<file path="src/design/mma_pkg.sv">
// ----------------------------------------------------------------------------
// mma_pkg: shared types and constants for the matrix multiply-accumulate
// Widths, command and state encodings, and small helpers used across files.
// ----------------------------------------------------------------------------
package mma_pkg;

    // Largest matrix side held in the element stores
    localparam int unsigned MAX_DIM     = 8;
    localparam int unsigned IDX_W       = $clog2(MAX_DIM);
    localparam int unsigned ADDR_W      = $clog2(MAX_DIM * MAX_DIM);
    localparam int unsigned STORE_DEPTH = MAX_DIM * MAX_DIM;

    // Fixed field widths
    localparam int unsigned FUNC_W    = 2;
    localparam int unsigned POS_W     = 3;
    localparam int unsigned VAL_W     = 40;
    localparam int unsigned AB_W      = 16;
    localparam int unsigned PROD_W    = 2 * AB_W;
    localparam int unsigned ACC_W     = VAL_W + 4;
    localparam int unsigned CFG_W     = 4;
    localparam int unsigned CFG_IDX_W = 2;
    localparam int unsigned CFG_RESET = 8;

    // Command queue between front and back
    localparam int unsigned QUEUE_DEPTH = 4;
    localparam int unsigned QPTR_W      = $clog2(QUEUE_DEPTH);
    localparam int unsigned QCNT_W      = $clog2(QUEUE_DEPTH + 1);

    typedef enum logic [FUNC_W-1:0] {
        FUNC_LOAD_A  = 2'd0,
        FUNC_LOAD_B  = 2'd1,
        FUNC_LOAD_C  = 2'd2,
        FUNC_COMPUTE = 2'd3
    } t_func;

    typedef enum logic [CFG_IDX_W-1:0] {
        CFG_ROWS_OF_A  = 2'd0,
        CFG_INNER_DIM  = 2'd1,
        CFG_COLS_OF_B  = 2'd2
    } t_cfg_idx;

    typedef enum logic [1:0] {
        BK_IDLE,
        BK_ISSUE,
        BK_DRAIN,
        BK_EMIT
    } t_back_state;

    // One classified item as it sits in the queue
    typedef struct packed {
        t_func                    op;
        logic [ADDR_W-1:0]        addr;
        logic signed [VAL_W-1:0]  value;
    } t_cmd;

    // Queue head as seen by the back end
    typedef struct packed {
        logic valid;
        t_cmd cmd;
    } t_qhead;

    // Clamped dimensions, each held as (dimension - 1)
    typedef struct packed {
        logic [IDX_W-1:0] m_last;
        logic [IDX_W-1:0] n_last;
        logic [IDX_W-1:0] p_last;
    } t_dims;

    // Zero reads as 1, anything above MAX_DIM reads as MAX_DIM
    function automatic logic [IDX_W-1:0] dim_last(input logic [CFG_W-1:0] r);
        logic [CFG_W-1:0] rm1;
        rm1 = r - CFG_W'(1);
        if (r == '0)
            return '0;
        else if (r > CFG_W'(MAX_DIM))
            return IDX_W'(MAX_DIM - 1);
        else
            return rm1[IDX_W-1:0];
    endfunction

    function automatic logic [ADDR_W-1:0] addr_of(input logic [POS_W-1:0] row,
                                                  input logic [POS_W-1:0] col);
        return ADDR_W'(row * MAX_DIM + col);
    endfunction

endpackage

</file>
<file path="src/design/mma_if.sv">
// ----------------------------------------------------------------------------
// mma_if: channel interfaces for the matrix multiply-accumulate
// Input item channel, result item channel and register write channel.
// ----------------------------------------------------------------------------
interface mma_in_if;
    logic                                valid;
    logic                                ready;
    logic [mma_pkg::FUNC_W-1:0]          func;
    logic [mma_pkg::POS_W-1:0]           row_index;
    logic [mma_pkg::POS_W-1:0]           col_index;
    logic signed [mma_pkg::VAL_W-1:0]    element_value;

    modport source (output valid, func, row_index, col_index, element_value,
                    input ready);
    modport sink   (input valid, func, row_index, col_index, element_value,
                    output ready);
endinterface


interface mma_cfg_if;
    logic                                valid;
    logic                                ready;
    logic [mma_pkg::CFG_IDX_W-1:0]       index;
    logic [mma_pkg::CFG_W-1:0]           data;

    modport source (output valid, index, data, input ready);
    modport sink   (input valid, index, data, output ready);
endinterface

</file>
<file path="src/design/mma_front.sv">
// ----------------------------------------------------------------------------
// mma_front: item intake and classification
// Holds the dimension registers, saturates A/B values, forms store addresses.
// ----------------------------------------------------------------------------
module mma_front (
    input  logic            i_clk,
    input  logic            i_rst_n,
    mma_in_if.sink          i_in,
    mma_cfg_if.sink         i_cfg,
    output logic            o_push,
    output mma_pkg::t_cmd   o_cmd,
    input  logic            i_q_full,
    output mma_pkg::t_dims  o_dims
);

    logic [mma_pkg::CFG_W-1:0]        r_rows, r_inner, r_cols;
    logic                             accept, in_range;
    logic signed [mma_pkg::AB_W-1:0]  ab_sat;
    mma_pkg::t_func                   func;

    // ---- dimension registers ----
    assign i_cfg.ready = 1'b1;

    always_ff @(posedge i_clk) begin
        if (!i_rst_n) begin
            r_rows  <= mma_pkg::CFG_W'(mma_pkg::CFG_RESET);
            r_inner <= mma_pkg::CFG_W'(mma_pkg::CFG_RESET);
            r_cols  <= mma_pkg::CFG_W'(mma_pkg::CFG_RESET);
        end else if (i_cfg.valid) begin
            case (mma_pkg::t_cfg_idx'(i_cfg.index))
                mma_pkg::CFG_ROWS_OF_A: r_rows  <= i_cfg.data;
                mma_pkg::CFG_INNER_DIM: r_inner <= i_cfg.data;
                mma_pkg::CFG_COLS_OF_B: r_cols  <= i_cfg.data;
                default: ;
            endcase
        end
    end

    assign o_dims.m_last = mma_pkg::dim_last(r_rows);
    assign o_dims.n_last = mma_pkg::dim_last(r_inner);
    assign o_dims.p_last = mma_pkg::dim_last(r_cols);

    // ---- classification ----
    assign i_in.ready = !i_q_full;
    assign accept     = i_in.valid && i_in.ready;
    assign func       = mma_pkg::t_func'(i_in.func);

    // loads outside the store are dropped
    assign in_range = ({1'b0, i_in.row_index} < (mma_pkg::POS_W + 1)'(mma_pkg::MAX_DIM)) &&
                      ({1'b0, i_in.col_index} < (mma_pkg::POS_W + 1)'(mma_pkg::MAX_DIM));

    always_comb begin
        if (i_in.element_value > 40'sd32767)
            ab_sat = 16'sh7FFF;
        else if (i_in.element_value < -40'sd32768)
            ab_sat = 16'sh8000;
        else
            ab_sat = i_in.element_value[mma_pkg::AB_W-1:0];
    end

    always_comb begin
        o_cmd.op    = func;
        o_cmd.addr  = mma_pkg::addr_of(i_in.row_index, i_in.col_index);
        o_cmd.value = i_in.element_value;
        if (func == mma_pkg::FUNC_LOAD_A || func == mma_pkg::FUNC_LOAD_B)
            o_cmd.value = {{(mma_pkg::VAL_W - mma_pkg::AB_W){ab_sat[mma_pkg::AB_W-1]}},
                           ab_sat};
        o_push = accept && (in_range || func == mma_pkg::FUNC_COMPUTE);
    end

endmodule

</file>
<file path="src/flat_wrapper.sv">
// flat-port wrapper written by rule: the top's interface ports become plain ports
module mma_front_flat 
  (i_clk, i_rst_n, o_push, o_cmd, i_q_full, o_dims, i_in_valid, i_in_func, i_in_row_index, i_in_col_index, i_in_element_value, i_in_ready, i_cfg_valid, i_cfg_index, i_cfg_data, i_cfg_ready);
  mma_in_if i_in_i ();
  mma_cfg_if i_cfg_i ();
  input  logic i_clk;
  input  logic i_rst_n;
  output logic o_push;
  output mma_pkg::t_cmd o_cmd;
  input  logic i_q_full;
  output mma_pkg::t_dims o_dims;
  input wire logic [$bits(i_in_i.valid)-1:0] i_in_valid;
  input wire logic [$bits(i_in_i.func)-1:0] i_in_func;
  input wire logic [$bits(i_in_i.row_index)-1:0] i_in_row_index;
  input wire logic [$bits(i_in_i.col_index)-1:0] i_in_col_index;
  input wire logic [$bits(i_in_i.element_value)-1:0] i_in_element_value;
  output wire logic [$bits(i_in_i.ready)-1:0] i_in_ready;
  input wire logic [$bits(i_cfg_i.valid)-1:0] i_cfg_valid;
  input wire logic [$bits(i_cfg_i.index)-1:0] i_cfg_index;
  input wire logic [$bits(i_cfg_i.data)-1:0] i_cfg_data;
  output wire logic [$bits(i_cfg_i.ready)-1:0] i_cfg_ready;
  assign i_in_i.valid = i_in_valid;
  assign i_in_i.func = i_in_func;
  assign i_in_i.row_index = i_in_row_index;
  assign i_in_i.col_index = i_in_col_index;
  assign i_in_i.element_value = i_in_element_value;
  assign i_in_ready = i_in_i.ready;
  assign i_cfg_i.valid = i_cfg_valid;
  assign i_cfg_i.index = i_cfg_index;
  assign i_cfg_i.data = i_cfg_data;
  assign i_cfg_ready = i_cfg_i.ready;
  mma_front u_core (.i_clk(i_clk), .i_rst_n(i_rst_n), .i_in(i_in_i), .i_cfg(i_cfg_i), .o_push(o_push), .o_cmd(o_cmd), .i_q_full(i_q_full), .o_dims(o_dims));
endmodule
</file>
<file path="config.mk">
export PLATFORM = sky130hd
export DESIGN_NAME = mma_front_flat
export DESIGN_NICKNAME = d
export VERILOG_FILES = /design/src/design/mma_pkg.sv /design/src/design/mma_if.sv /design/src/design/mma_front.sv /design/src/flat_wrapper.sv
export SDC_FILE = /design/constraint.sdc
export NUM_CORES = 1
export LEC_CHECK = 0
export ABC_AREA = 1
export BUFFER_PORTS_ARGS = -buffer_cell sky130_fd_sc_hd__clkbuf_2
export CELL_PAD_IN_SITES_DETAIL_PLACEMENT = 1
export CELL_PAD_IN_SITES_GLOBAL_PLACEMENT = 2
export CORE_MARGIN = 4
export CORE_UTILIZATION = 13
export CTS_CLUSTER_DIAMETER = 40
export DETAILED_ROUTE_END_ITERATION = 7
export PLACE_DENSITY = 0.77
export SYNTH_ARGS = -nofsm -noshare
export SYNTH_HDL_FRONTEND = slang
export SYNTH_SLANG_ARGS = --single-unit
</file>
<file path="constraint.sdc">
create_clock -name i_clk -period 1.1 [get_ports i_clk]
set_clock_uncertainty 0.2 [all_clocks]
set_input_delay 0.055 -clock i_clk [delete_from_list [all_inputs] [get_ports i_clk]]
set_output_delay 0.055 -clock i_clk [all_outputs]
set_load 0.01 [all_outputs]
</file>
==> run metrics <==
status finished, violations left; failing checks negative setup slack; Max Freq roughly 690 MHz; met1 usage 10.8%; area of the core 8760 sq um; gr ovfl total 0; DR vias/cell 4.14; CTS buffer count 3; Antenna Nets Post-Route 0; Die Y just over 100 um; clock network power share 19.6%; crit path time final 1440 ps; Final nets ~420; I/O pin cnt between 100 and 150; Port Buffers roughly 100; Syn Std Cell Area 1180 sq um; Internal Pwr Total 1.27 mW; Final HPWL DP about 4.1 mm; htree depth 1; PD cells 703 nW/um^2; VDD IR max 0.250 mV; CTS sink cnt 12; Worst Hold Class in2reg; met3 usage in global routing less than 1%; first-pass GRT wire length 8.24 mm; final worst slack -341 ps; Worst EP arrival 1190 ps; most frequent cell after synthesis nand2_1; Setup violations, final 24; clock tree buffer depth 2; Mapped Nets 280; Crit path max-delay family buffers and inverters; setup TNS -5670 ps; global placer's final weighted congestion just over 0.7; Syn Inst Count 218; routed len/inst 13.2 um; vias in the first global route about 1,800; CP startpoint kind flop; post-synthesis sequential area ratio 20.4%; Post-synth EDFFs 0; combinational power share 56.1%; Inserted Diodes 0; vias 1,907; crit-path max cell delay ~330 ps; fin. max-slew vios 0; Yosys warnings 0; CP Class reg2out; clk_lat worst skew around 230 ps; Starting Density approximately 13%; CP Data Required Time 840 ps; Synth area leader nand2_1; CP endpoint kind output port; Switching Power around 0.72 mW; Final Cell Area 2830 sq um; antenna violations before repair 0; row count 34; Slowest cell on crit path dfxtp_2; area grow syn2layout 140%; share of layout cells above drive strength 1 between 60% and 70%; final WL just over 6 mm; DIE WIDTH 103 um; CP cell instances inv_2 > ha_4 > inv_4 > buf_4 > a21o_1 > clkbuf_2; gr busiest metal met2; fin crit share 131%; # DRC 0; leakage power 1.43 nW; Critical path buffers and inverters 4; Post-Route Utilization 32.3%; GRT Util Overall 9.49%; MaxCap Viol Count 0; sw frac 36.1%; die area 10,600 sq um; Worst-path clk slew 50 ps; pin count of the biggest net entering global routing 19; met2 GRT Util 19.5%; Async SR Flop Fraction 0%; Hold Violations, Final 0; area fraction of the dominant cell type after synthesis about 29%; Flop pwr share 24.3%; Synth top cells by count nand2_1 (90), inv_1 (24), o21ai_0 (24); root buf cell clkbuf_8; CTS tree built; Iter 0 DRT Violations 33; top_reg_cell synth dfxtp_1; register bit total from synthesis 12; synthesized area per cell 5.40 sq um; worst hold slack 65.0 ps; Synth area leaders nand2_1 (29%), dfxtp_1 (20%), o21ai_0 (10%), inv_1 (7.7%), nor2_1 (6.7%); largest fanout on the critical path 3; Post-DP Area 1900 sq um; RSZ-0062 raised after global routing yes; synth unique cells 20; router iterations before antenna repair 3
==> state kept, by name (all words and copies together) (netlist names) <==
signal / count
u_core.r_cols: 4
u_core.r_inner: 4
u_core.r_rows: 4
==> worst min-delay path: stages <==
cell      delay [ps]
clkbuf_2         100
nand3_1          180
o211ai_1         100
==> timing repair <==
action                                 in CTS  in global routing
setup buffers                               6                  2
pin swaps                                  26                 43
gates resized for setup                    68                137
setup endpoints to repair                  25                 33
gates cloned                                2                  1
hold buffers                               10                  5
endpoints found under the hold margin      17                  3
==> layout make-up <==
class | count | area, sq um
clock buffers | 3 | 41.3
fillers | 1102 | 5940
inverters | 26 | 110
multi-input cells | 163 | 1100
flip-flops and latches | 12 | 248
well taps | 108 | 135
repair buffers | 149 | 1190
==> placed cells by master (no fill, tap or decap), types with 4 or more instances in the layout <==
cell type / count
buf_4: 24
dfxtp_1: 6
o21ai_2: 4
inv_4: 5
clkbuf_2: 62
o21ai_1: 7
nand2_4: 27
nand2_2: 16
dlygate4sd3_1: 15
nor2_1: 9
dfxtp_2: 6
nand4_1: 4
o21ai_0: 13
nor2_2: 9
buf_6: 26
nand2_1: 47
a21oi_1: 8
buf_8: 7
inv_1: 9
inv_2: 12
buf_2: 11
==> metal layers <==
layer | share of wire (%) | wire (um) | vias to the layer above
met5 | 0 | 0 | -
met2 | 58 | 3530 | 63
met4 | 0 | 0 | 0
li1 | - | - | 951
met1 | 37 | 2260 | 893
met3 | 5.1 | 314 | 0
==> cells by family after synthesis <==
| kind of cell | synth area share (%) |
|---|---|
| and+or+nand+nor | 41.4 |
| adders and majority gates | 3.19 |
| DFF | 20.4 |
| other | 0.319 |
| buffers and inverters | 17.9 |
| AOI/OAI and AO/OA | 16.8 |
==> power groups by stage <==
stage / sequential (mW) / combinational [mW] / clock (mW)
2_1_floorplan: 0.477 / 0.363 / 0
3_3_place_gp: 0.479 / 0.689 / 0
3_5_place_dp: 0.481 / 0.704 / 0
4_1_cts: 0.479 / 0.884 / 0.405
5_1_grt: 0.485 / 1.21 / 0.423
6_report: 0.482 / 1.11 / 0.390
==> path summary, 6_finish.rpt <==
| path | start | to | slack (ps) | cells after the start |
|---|---|---|---|---|
| hold reg to reg | u_core.r_cols[1] | u_core.r_cols[1] | 280 | 2 |
| setup reg to reg | u_core.r_cols[0] | u_core.r_cols[0] | 70 | 4 |
| setup / recovery | u_core.r_cols[0] | o_dims[2] | -340 | 6 |
| hold / removal | i_cfg_valid | u_core.r_inner[3] | 70 | 3 |
==> through the flow <==
step,power [mW],std cells,worst slack [ps]
floorplan,0.840,218,-7.32
global placement,1.17,432,-241
detailed placement,1.18,432,-259
CTS,1.77,453,-348
global route,2.12,461,-393
finish,1.99,461,-341
(Power assumes the default switching activity.)
