### src/design/mma_pkg.sv
// ----------------------------------------------------------------------------
// mma_pkg: shared types and constants for the matrix multiply-accumulate
// Widths, command and state encodings, and small helpers used across files.
// ----------------------------------------------------------------------------
package mma_pkg;

    // Largest matrix side held in the element stores
    localparam int unsigned MAX_DIM     = 8;
    localparam int unsigned IDX_W       = $clog2(MAX_DIM);
    localparam int unsigned ADDR_W      = $clog2(MAX_DIM * MAX_DIM);
    localparam int unsigned STORE_DEPTH = MAX_DIM * MAX_DIM;

    // Fixed field widths
    localparam int unsigned FUNC_W    = 2;
    localparam int unsigned POS_W     = 3;
    localparam int unsigned VAL_W     = 40;
    localparam int unsigned AB_W      = 16;
    localparam int unsigned PROD_W    = 2 * AB_W;
    localparam int unsigned ACC_W     = VAL_W + 4;
    localparam int unsigned CFG_W     = 4;
    localparam int unsigned CFG_IDX_W = 2;
    localparam int unsigned CFG_RESET = 8;

    // Command queue between front and back
    localparam int unsigned QUEUE_DEPTH = 4;
    localparam int unsigned QPTR_W      = $clog2(QUEUE_DEPTH);
    localparam int unsigned QCNT_W      = $clog2(QUEUE_DEPTH + 1);

    typedef enum logic [FUNC_W-1:0] {
        FUNC_LOAD_A  = 2'd0,
        FUNC_LOAD_B  = 2'd1,
        FUNC_LOAD_C  = 2'd2,
        FUNC_COMPUTE = 2'd3
    } t_func;

    typedef enum logic [CFG_IDX_W-1:0] {
        CFG_ROWS_OF_A  = 2'd0,
        CFG_INNER_DIM  = 2'd1,
        CFG_COLS_OF_B  = 2'd2
    } t_cfg_idx;

    typedef enum logic [1:0] {
        BK_IDLE,
        BK_ISSUE,
        BK_DRAIN,
        BK_EMIT
    } t_back_state;

    // One classified item as it sits in the queue
    typedef struct packed {
        t_func                    op;
        logic [ADDR_W-1:0]        addr;
        logic signed [VAL_W-1:0]  value;
    } t_cmd;

    // Queue head as seen by the back end
    typedef struct packed {
        logic valid;
        t_cmd cmd;
    } t_qhead;

    // Clamped dimensions, each held as (dimension - 1)
    typedef struct packed {
        logic [IDX_W-1:0] m_last;
        logic [IDX_W-1:0] n_last;
        logic [IDX_W-1:0] p_last;
    } t_dims;

    // Zero reads as 1, anything above MAX_DIM reads as MAX_DIM
    function automatic logic [IDX_W-1:0] dim_last(input logic [CFG_W-1:0] r);
        logic [CFG_W-1:0] rm1;
        rm1 = r - CFG_W'(1);
        if (r == '0)
            return '0;
        else if (r > CFG_W'(MAX_DIM))
            return IDX_W'(MAX_DIM - 1);
        else
            return rm1[IDX_W-1:0];
    endfunction

    function automatic logic [ADDR_W-1:0] addr_of(input logic [POS_W-1:0] row,
                                                  input logic [POS_W-1:0] col);
        return ADDR_W'(row * MAX_DIM + col);
    endfunction

endpackage

### src/design/mma_queue.sv
// ----------------------------------------------------------------------------
// mma_queue: command queue between front and back end
// Small FIFO of classified items; lets either side stall on its own.
// ----------------------------------------------------------------------------
module mma_queue (
    input  logic              i_clk,
    input  logic              i_rst_n,
    input  logic              i_push,
    input  mma_pkg::t_cmd     i_cmd,
    output logic              o_full,
    input  logic              i_pop,
    output mma_pkg::t_qhead   o_head
);

    mma_pkg::t_cmd                  r_slot [mma_pkg::QUEUE_DEPTH];
    logic [mma_pkg::QPTR_W-1:0]     r_wr_ptr, n_wr_ptr;
    logic [mma_pkg::QPTR_W-1:0]     r_rd_ptr, n_rd_ptr;
    logic [mma_pkg::QCNT_W-1:0]     r_count,  n_count;
    logic                           do_push, do_pop;

    assign o_full       = (r_count == mma_pkg::QCNT_W'(mma_pkg::QUEUE_DEPTH));
    assign o_head.valid = (r_count != '0);
    assign o_head.cmd   = r_slot[r_rd_ptr];

    assign do_push = i_push && !o_full;
    assign do_pop  = i_pop && o_head.valid;

    always_comb begin
        n_wr_ptr = r_wr_ptr;
        n_rd_ptr = r_rd_ptr;
        n_count  = r_count;
        if (do_push) begin
            n_wr_ptr = (r_wr_ptr == mma_pkg::QPTR_W'(mma_pkg::QUEUE_DEPTH - 1))
                       ? '0 : r_wr_ptr + mma_pkg::QPTR_W'(1);
        end
        if (do_pop) begin
            n_rd_ptr = (r_rd_ptr == mma_pkg::QPTR_W'(mma_pkg::QUEUE_DEPTH - 1))
                       ? '0 : r_rd_ptr + mma_pkg::QPTR_W'(1);
        end
        if (do_push && !do_pop)
            n_count = r_count + mma_pkg::QCNT_W'(1);
        else if (do_pop && !do_push)
            n_count = r_count - mma_pkg::QCNT_W'(1);
    end

    always_ff @(posedge i_clk) begin
        if (!i_rst_n) begin
            r_wr_ptr <= '0;
            r_rd_ptr <= '0;
            r_count  <= '0;
        end else begin
            r_wr_ptr <= n_wr_ptr;
            r_rd_ptr <= n_rd_ptr;
            r_count  <= n_count;
        end
    end

    always_ff @(posedge i_clk) begin
        if (do_push)
            r_slot[r_wr_ptr] <= i_cmd;
    end

endmodule

### config.mk
export PLATFORM = sky130hd
export DESIGN_NAME = mma_queue
export DESIGN_NICKNAME = d
export VERILOG_FILES = /design/src/design/mma_pkg.sv /design/src/design/mma_queue.sv
export SDC_FILE = /design/constraint.sdc
export NUM_CORES = 1
export LEC_CHECK = 0
export ABC_AREA = 0
export BUFFER_PORTS_ARGS = -buffer_cell sky130_fd_sc_hd__buf_2
export CAP_MARGIN = 25
export CORE_MARGIN = 2
export CORE_UTILIZATION = 52
export DETAILED_ROUTE_END_ITERATION = 6
export GPL_ROUTABILITY_DRIVEN = 0
export GPL_TIMING_DRIVEN = 1
export PLACE_DENSITY_LB_ADDON = 0.12
export SLEW_MARGIN = 20
export SYNTH_ARGS = -nofsm -noshare
export SYNTH_HDL_FRONTEND = slang
export SYNTH_SLANG_ARGS = --single-unit
### constraint.sdc
create_clock -name i_clk -period 2.8 [get_ports i_clk]
set_clock_uncertainty 0.1 [all_clocks]
set_input_delay 0.42 -clock i_clk [delete_from_list [all_inputs] [get_ports i_clk]]
set_output_delay 0.42 -clock i_clk [all_outputs]
set_load 0.01 [all_outputs]
==> out/metrics.yaml, run 1 <==
run_status:
  status: "finished clean"
critical_path:
  slowest_delay_ps: 570
  critPathLaunchType: "register"
  crit_path_top_delay_cell: "dfxtp_4"
  worstPathCellList: "buf_12 -> mux4_2 -> buf_2"
  ff2ff_path_depth: 7
  endpoint_kind: "output pin"
  path_max_fanout: 26
  crit_type: "register to output pin"
  required_ps: 2280
  cp.arrival_ps: 2060
  r2r_start: "r_count[0]"
power:
  p_per_area_nw_per_um2: 915.8
  p_leak_uw: 0.003014
  irDropWorstVdd_mv: 0.4874
clocking:
  clock-sinks: 201
  clk_latency_ps: 480
  cts_tree: "built"
  htree_levels: 1
  numCtsBuffers: 21
  clkTransAtPathRegs_ps: 60
  cts_root_buf: "clkbuf_16"
  cts_resized: 0
  clockBufferDepth: 3
  cts_setup_buffers: 0
  cts_hold_buf: 0
final_layout:
  syn_to_final_growth_pct: 19.42
  nets: 485
  final-instance-count-excl-fill: 619
  final_common_cell: "edfxtp_1"
  n_fill_cell: 977
  drive_gt1_frac: 0.4396
  layout_common_cells: "edfxtp_1, buf_2, mux4_2"
  num_antenna_cells: 0
yosys:
  postSynthAreaPerCell_sq_um: 24.57
  netlist_instances: 301
  synthTopCellsByArea: "edfxtp_1, mux4_2, dfxtp_1"
  yosysWarnings: 0
  yosys_register_bits: 201
  ys_types: 23
  syn_nets: 360
  synth_area_sq_um: 7395
  synth_top_cell_by_area: "edfxtp_1"
  synth_top_area_frac: 0.7797
  seq_area_frac_synth: 0.8041
place:
  numPortBuffers: 101
  dp.cells: 583
  dp_hpwl_um: 7278
grt:
  grt_pass1_wl_um: 18910
  grt_pass1_vias: 3595
  antenna_found_initial: 0
  grt_usage: 0.1664
  grt_max_degree: 31
  grt.overflow.total: 0
routing:
  drt_iter0_drc: 230
  drt_first_pass_iters: 4
  top_layer_used: "met4"
  wl_met2_um: 6175
  via_count: 3379
  met3_length_um: 598
  wl_met1_um: 5305
  drcViolationCount: 0
  ant_nets: 0
  routed_via_density: 5.459
  wl_um: 12330
  wire_per_inst_um: 19.92
hold_path:
  hold_class: "input port to register"
  min_path_cells: 1
  hold_path.startpoint: "i_cmd[19]"
timing:
  rsz0062_at_grt: "no"
  worst_pin_slew_ps: 645.0
  finalSetupViolCount: 0
  relSlewSlack: 0.5663
  hold_viol_final: 0
  slew_viol_final: 0
  fin_crit_sh: 0.9220
  fmax_mhz: 387.4
  setup_tns_ps: 0
  min_period_ps: 2582
floorplanning:
  start_util: 0.5327
  rows: 43
  core-area_sq_um: 13880
  dieArea_sq_um: 15190
  io_pins: 102
  die_w_um: 123.3
  dieHeight_um: 123.3
flow_run:
  drv_cap: 0
[kinds of logic (layout without fill, tap and decap cells)]
kind of cell / Yosys count / in the layout / synth area share
AOI/OAI and AO/OA: 5 / 5 / 0.004061
xor gates and xnor gates: 2 / 2 / 0.002369
adders and majority gates: 7 / 7 / 0.01286
buffers and inverters: 15 / 153 / 0.01235
DFF: 201 / 201 / 0.8041
muxes: 51 / 51 / 0.1503
and+or+nand+nor: 20 / 20 / 0.01404
[worst max-delay path, delay by kind of cell, from the launching register on]
kind	cells	cell delay, ps
buffers and inverters	2	450
flip-flops	1	570
multiplexers	1	560
[final cells by class]
cell class / instances / area [sq um] / area share
clock inverters: 7 / 85.08 / 0.009634
flip-flops and latches: 201 / 5951 / 0.6738
repair buffers: 114 / 640.6 / 0.07254
clock buffers: 29 / 555.5 / 0.06291
inverters: 3 / 11.26 / 0.001275
multi-input cells: 85 / 1363 / 0.1543
well taps: 180 / 225.2 / 0.02550
[stage by stage]
step | power, uW | hold slack (ps) | instance area (sq um) | worst slack (ps) | utilization
floorplan | 4988 | 367.7 | 7395 | 332.9 | -
global placement | 5590 | 387.8 | 8190 | 525.4 | 0.5900
detailed placement | 5629 | 399.9 | 8190 | 273.0 | 0.5900
CTS | 8213 | 36.32 | 8831 | 163.2 | 0.6362
global route | 8465 | 37.30 | 8831 | 92.55 | 0.6362
finish | 8087 | 51.56 | 8831 | 218.5 | 0.6362
[synthesized netlist by cell type]
| cell type | number |
|---|---|
| a21boi_0 | 1 |
| nand3_1 | 2 |
| clkbuf_1 | 3 |
| xnor2_1 | 1 |
| dfxtp_1 | 9 |
| fa_1 | 1 |
| buf_2 | 4 |
| nor2b_1 | 2 |
| mux4_2 | 48 |
| inv_1 | 3 |
| buf_6 | 3 |
| mux2i_1 | 3 |
| nand2_1 | 6 |
| or3_1 | 2 |
| xor2_1 | 1 |
| buf_4 | 2 |
| nor3b_1 | 1 |
| ha_1 | 6 |
| o31ai_1 | 1 |
| nor2_1 | 2 |
| o21ai_0 | 3 |
| and2_1 | 5 |
| edfxtp_1 | 192 |
[report_power, final]
part	internal [uW]	switching, uW
logic	858	850
clock network	1560	1000
registers	3670	143
[per-layer routing]
metal / track usage / vias up
li1: - / 1516
met1: 0.2337 / 1754
met2: 0.2716 / 86
met3: 0.02952 / 23
met4: 0.04901 / 0
met5: 0 / -
[sequential cells by signal (all words and copies together), names as in the netlist, named ones only]
name      count
r_wr_ptr      2
r_rd_ptr      2
r_slot      192
r_count       3
[final timing paths]
kind                   end  slack [ps]
max             o_head[47]         220
min reg2reg    r_wr_ptr[1]         400
max reg2reg     r_count[2]         300
min          r_slot[2][19]          50
(Power assumes the default switching activity.)
==> run 2: changes to the inputs <==
--- a/config.mk
+++ b/config.mk
@@ -8,8 +8,10 @@
 export ABC_AREA = 0
 export BUFFER_PORTS_ARGS = -buffer_cell sky130_fd_sc_hd__buf_2
 export CAP_MARGIN = 25
+export CORE_ASPECT_RATIO = 1.1
 export CORE_MARGIN = 2
 export CORE_UTILIZATION = 52
+export CTS_CLUSTER_DIAMETER = 100
 export DETAILED_ROUTE_END_ITERATION = 6
 export GPL_ROUTABILITY_DRIVEN = 0
 export GPL_TIMING_DRIVEN = 1
@@ -18,3 +20,4 @@
 export SYNTH_ARGS = -nofsm -noshare
 export SYNTH_HDL_FRONTEND = slang
 export SYNTH_SLANG_ARGS = --single-unit
+export TNS_END_PERCENT = 30
==> run 2 against run 1 <==
  * Global-route usage down 0.11 points
  * Sequential share of layout area increased by 0.32 points
  * Sequential power hardly changed
  * Routed wire length is 0.24% lower
  * Design area fell by 0.47%
  * Worst hold slack better by 6.7 ps
  * Non-clock buffer count grew 2
  * Combinational power hardly changed
  * Register-to-register slack improved by 40 ps
  * Total power is 2.4% lower
  * Setup slack improved by 37 ps
  * Via count fell by 1.3%
==> out/metrics.yaml, run 2 (synthesis results as in run 1) <==
grt:
  antenna_found_initial: 0  # unchanged
  grt_usage: 0.1653  # -0.001116
  met2_usage: 0.2866  # +0.01496
  grt_use_met1: 0.2165  # -0.01722
  grt_pass1_wl_um: 18980  # +0.36%
  busiest_layer: "met2"
  grt_pass1_vias: 3489  # -2.9%
  gr-usage-met3: 0.03389  # +0.004371
  grt.overflow.total: 0  # unchanged
  grt_max_degree: 35  # +13%
final_layout:
  drive_gt1_frac: 0.4409  # +0.001274
  final_area_sq_um: 8790  # -0.47%
  final-instance-count-excl-fill: 628  # +1.5%
  n_fill_cell: 981  # +0.41%
  num_antenna_cells: 0  # unchanged
  syn_to_final_growth_pct: 18.87
  regMostFlops: "r_slot"
  largest_reg_flops: 192  # unchanged
  layout_common_cells: "edfxtp_1, buf_2, mux4_2"
  multiInputGateArea_sq_um: 1363  # unchanged
  final_common_cell: "edfxtp_1"
  final-seq-area_sq_um: 5951  # unchanged
  largestRegisters: "r_slot x192, r_count x3"
  nets: 486  # +0.21%
hold_path:
  hold_class: "input port to register"
clocking:
  clock-sinks: 201  # unchanged
  cts_resized: 0  # unchanged
  cts_hold_buf: 0  # unchanged
  cts_setup_buffers: 0  # unchanged
  clockBufferDepth: 3  # unchanged
  clkTransAtPathRegs_ps: 60  # about the same
  clk_latency_ps: 470  # about the same
  numCtsBuffers: 20  # -4.8%
  cts_root_buf: "clkbuf_16"
  htree_levels: 1  # unchanged
  cts_tree: "built"
critical_path:
  path_max_fanout: 19  # -27%
  cp.arrival_ps: 2020  # -40 ps
  required_ps: 2280  # about the same
  endpoint_kind: "output pin"
  critPathLaunchType: "register"
  crit_type: "register to output pin"
timing:
  fmax_mhz: 392.9  # +1.4%
  setup_tns_ps: 0  # unchanged
  slew_viol_final: 0  # unchanged
  rsz0062_at_grt: "no"
  fin_crit_sh: 0.9089  # -0.01307
  relSlewSlack: 0.6281  # +0.06181
  worst_pin_slew_ps: 553.1  # -91.93 ps
  hold_viol_final: 0  # unchanged
  min_period_ps: 2545  # -36.60 ps
  setup_slack_ps: 255.1  # +36.60 ps
  finalSetupViolCount: 0  # unchanged
routing:
  drt_iter0_drc: 211  # -8.3%
  drt_first_pass_iters: 4  # unchanged
  drcViolationCount: 0  # unchanged
  wl_um: 12300  # -0.24%
  wire_per_inst_um: 19.58  # -1.7%
  ant_nets: 0  # unchanged
  via_count: 3336  # -1.3%
  routed_via_density: 5.312  # -2.7%
floorplanning:
  die_w_um: 117.7  # -4.5%
  dieArea_sq_um: 15190  # about the same
  start_util: 0.5339  # +0.001155
  dieHeight_um: 129.1  # +4.7%
  io_pins: 102  # unchanged
  core-area_sq_um: 13850  # -0.22%
  rows: 45  # +4.7%
power:
  p_per_area_nw_per_um2: 897.6  # -2.0%
  power_frac_seq: 0.484  # +0.013
  irDropWorstVdd_mv: 0.6454  # +32%
  combPwrFrac: 0.217  # +0.006
  p_leak_uw: 0.002990  # -0.80%
  clockPowerShare: 0.299  # -0.019
  internal_power_uw: 5906  # -3.0%
  p_sw_uw: 1984  # -0.66%
  switching_share: 0.2515  # +0.004503
run_status:
  status: "finished clean"
place:
  numPortBuffers: 101  # unchanged
  placed_area_sq_um: 8203  # +0.15%
  dp_hpwl_um: 7439  # +2.2%
  dp.cells: 593  # +1.7%
  post-place-ws_ps: 324.6  # +51.58 ps
flow_run:
  drv_cap: 0  # unchanged
==> run 2: cell types whose count changed in the layout (fill, tap and decap cells not counted), sizes merged <==
cell | previous run | this run
bufinv | 2 | 0
clkbuf | 29 | 27
clkinvlp | 0 | 2
buf | 114 | 116
inv | 4 | 3
clkinv | 4 | 6
==> run 2: final cells by class <==
| type | instances | share of cell area |
|---|---|---|
| Sequential cell | 201 | 0.6770 |
| Inverter | 3 | 0.001281 |
| Multi-Input combinational cell | 85 | 0.1550 |
| Clock inverter | 8 | 0.004413 |
| Timing Repair Buffer | 116 | 0.07317 |
| Clock buffer | 27 | 0.06235 |
| Tap cell | 188 | 0.02676 |
==> run 2: stage by stage <==
step,power (uW),utilization,hold WS (ps)
CTS,8020,0.6346,38.08
detailed placement,5647,0.5922,412.8
global placement,5610,0.5922,384.7
floorplan,4988,-,367.7
global route,8258,0.6346,34.03
finish,7890,0.6346,58.30
==> run 2: worst paths after layout <==
| check | start | endpoint | slack, ps | cells after the start |
|---|---|---|---|---|
| worst max register to register | r_count[0] | r_count[2] | 340 | 7 |
| worst max-delay path | register | o_head[23] | 260 | 3 |
| worst min-delay path | i_cmd[34] | r_slot[1][34] | 60 | 1 |
| worst min register to register | r_wr_ptr[1] | r_wr_ptr[1] | 410 | 2 |
==> run 2: power groups by stage <==
stage / combinational [uW] / sequential [uW] / clock, uW
floorplan: 1190 / 3800 / 0
detailed placement: 1760 / 3890 / 0
finish: 1710 / 3820 / 2360
CTS: 1760 / 3830 / 2430
global route: 1860 / 3860 / 2540
global placement: 1740 / 3870 / 0
==> run 2: critical path: stages, from the launching register on <==
cell,delay [ps]
dfxtp_4,600
buf_4,260
mux4_2,530
buf_2,160
==> run 2: layer usage <==
metal | share of wire | up-vias
met5 | 0 | -
met4 | 0.013 | 0
met3 | 0.049 | 16
met2 | 0.52 | 84
met1 | 0.42 | 1715
li1 | - | 1521
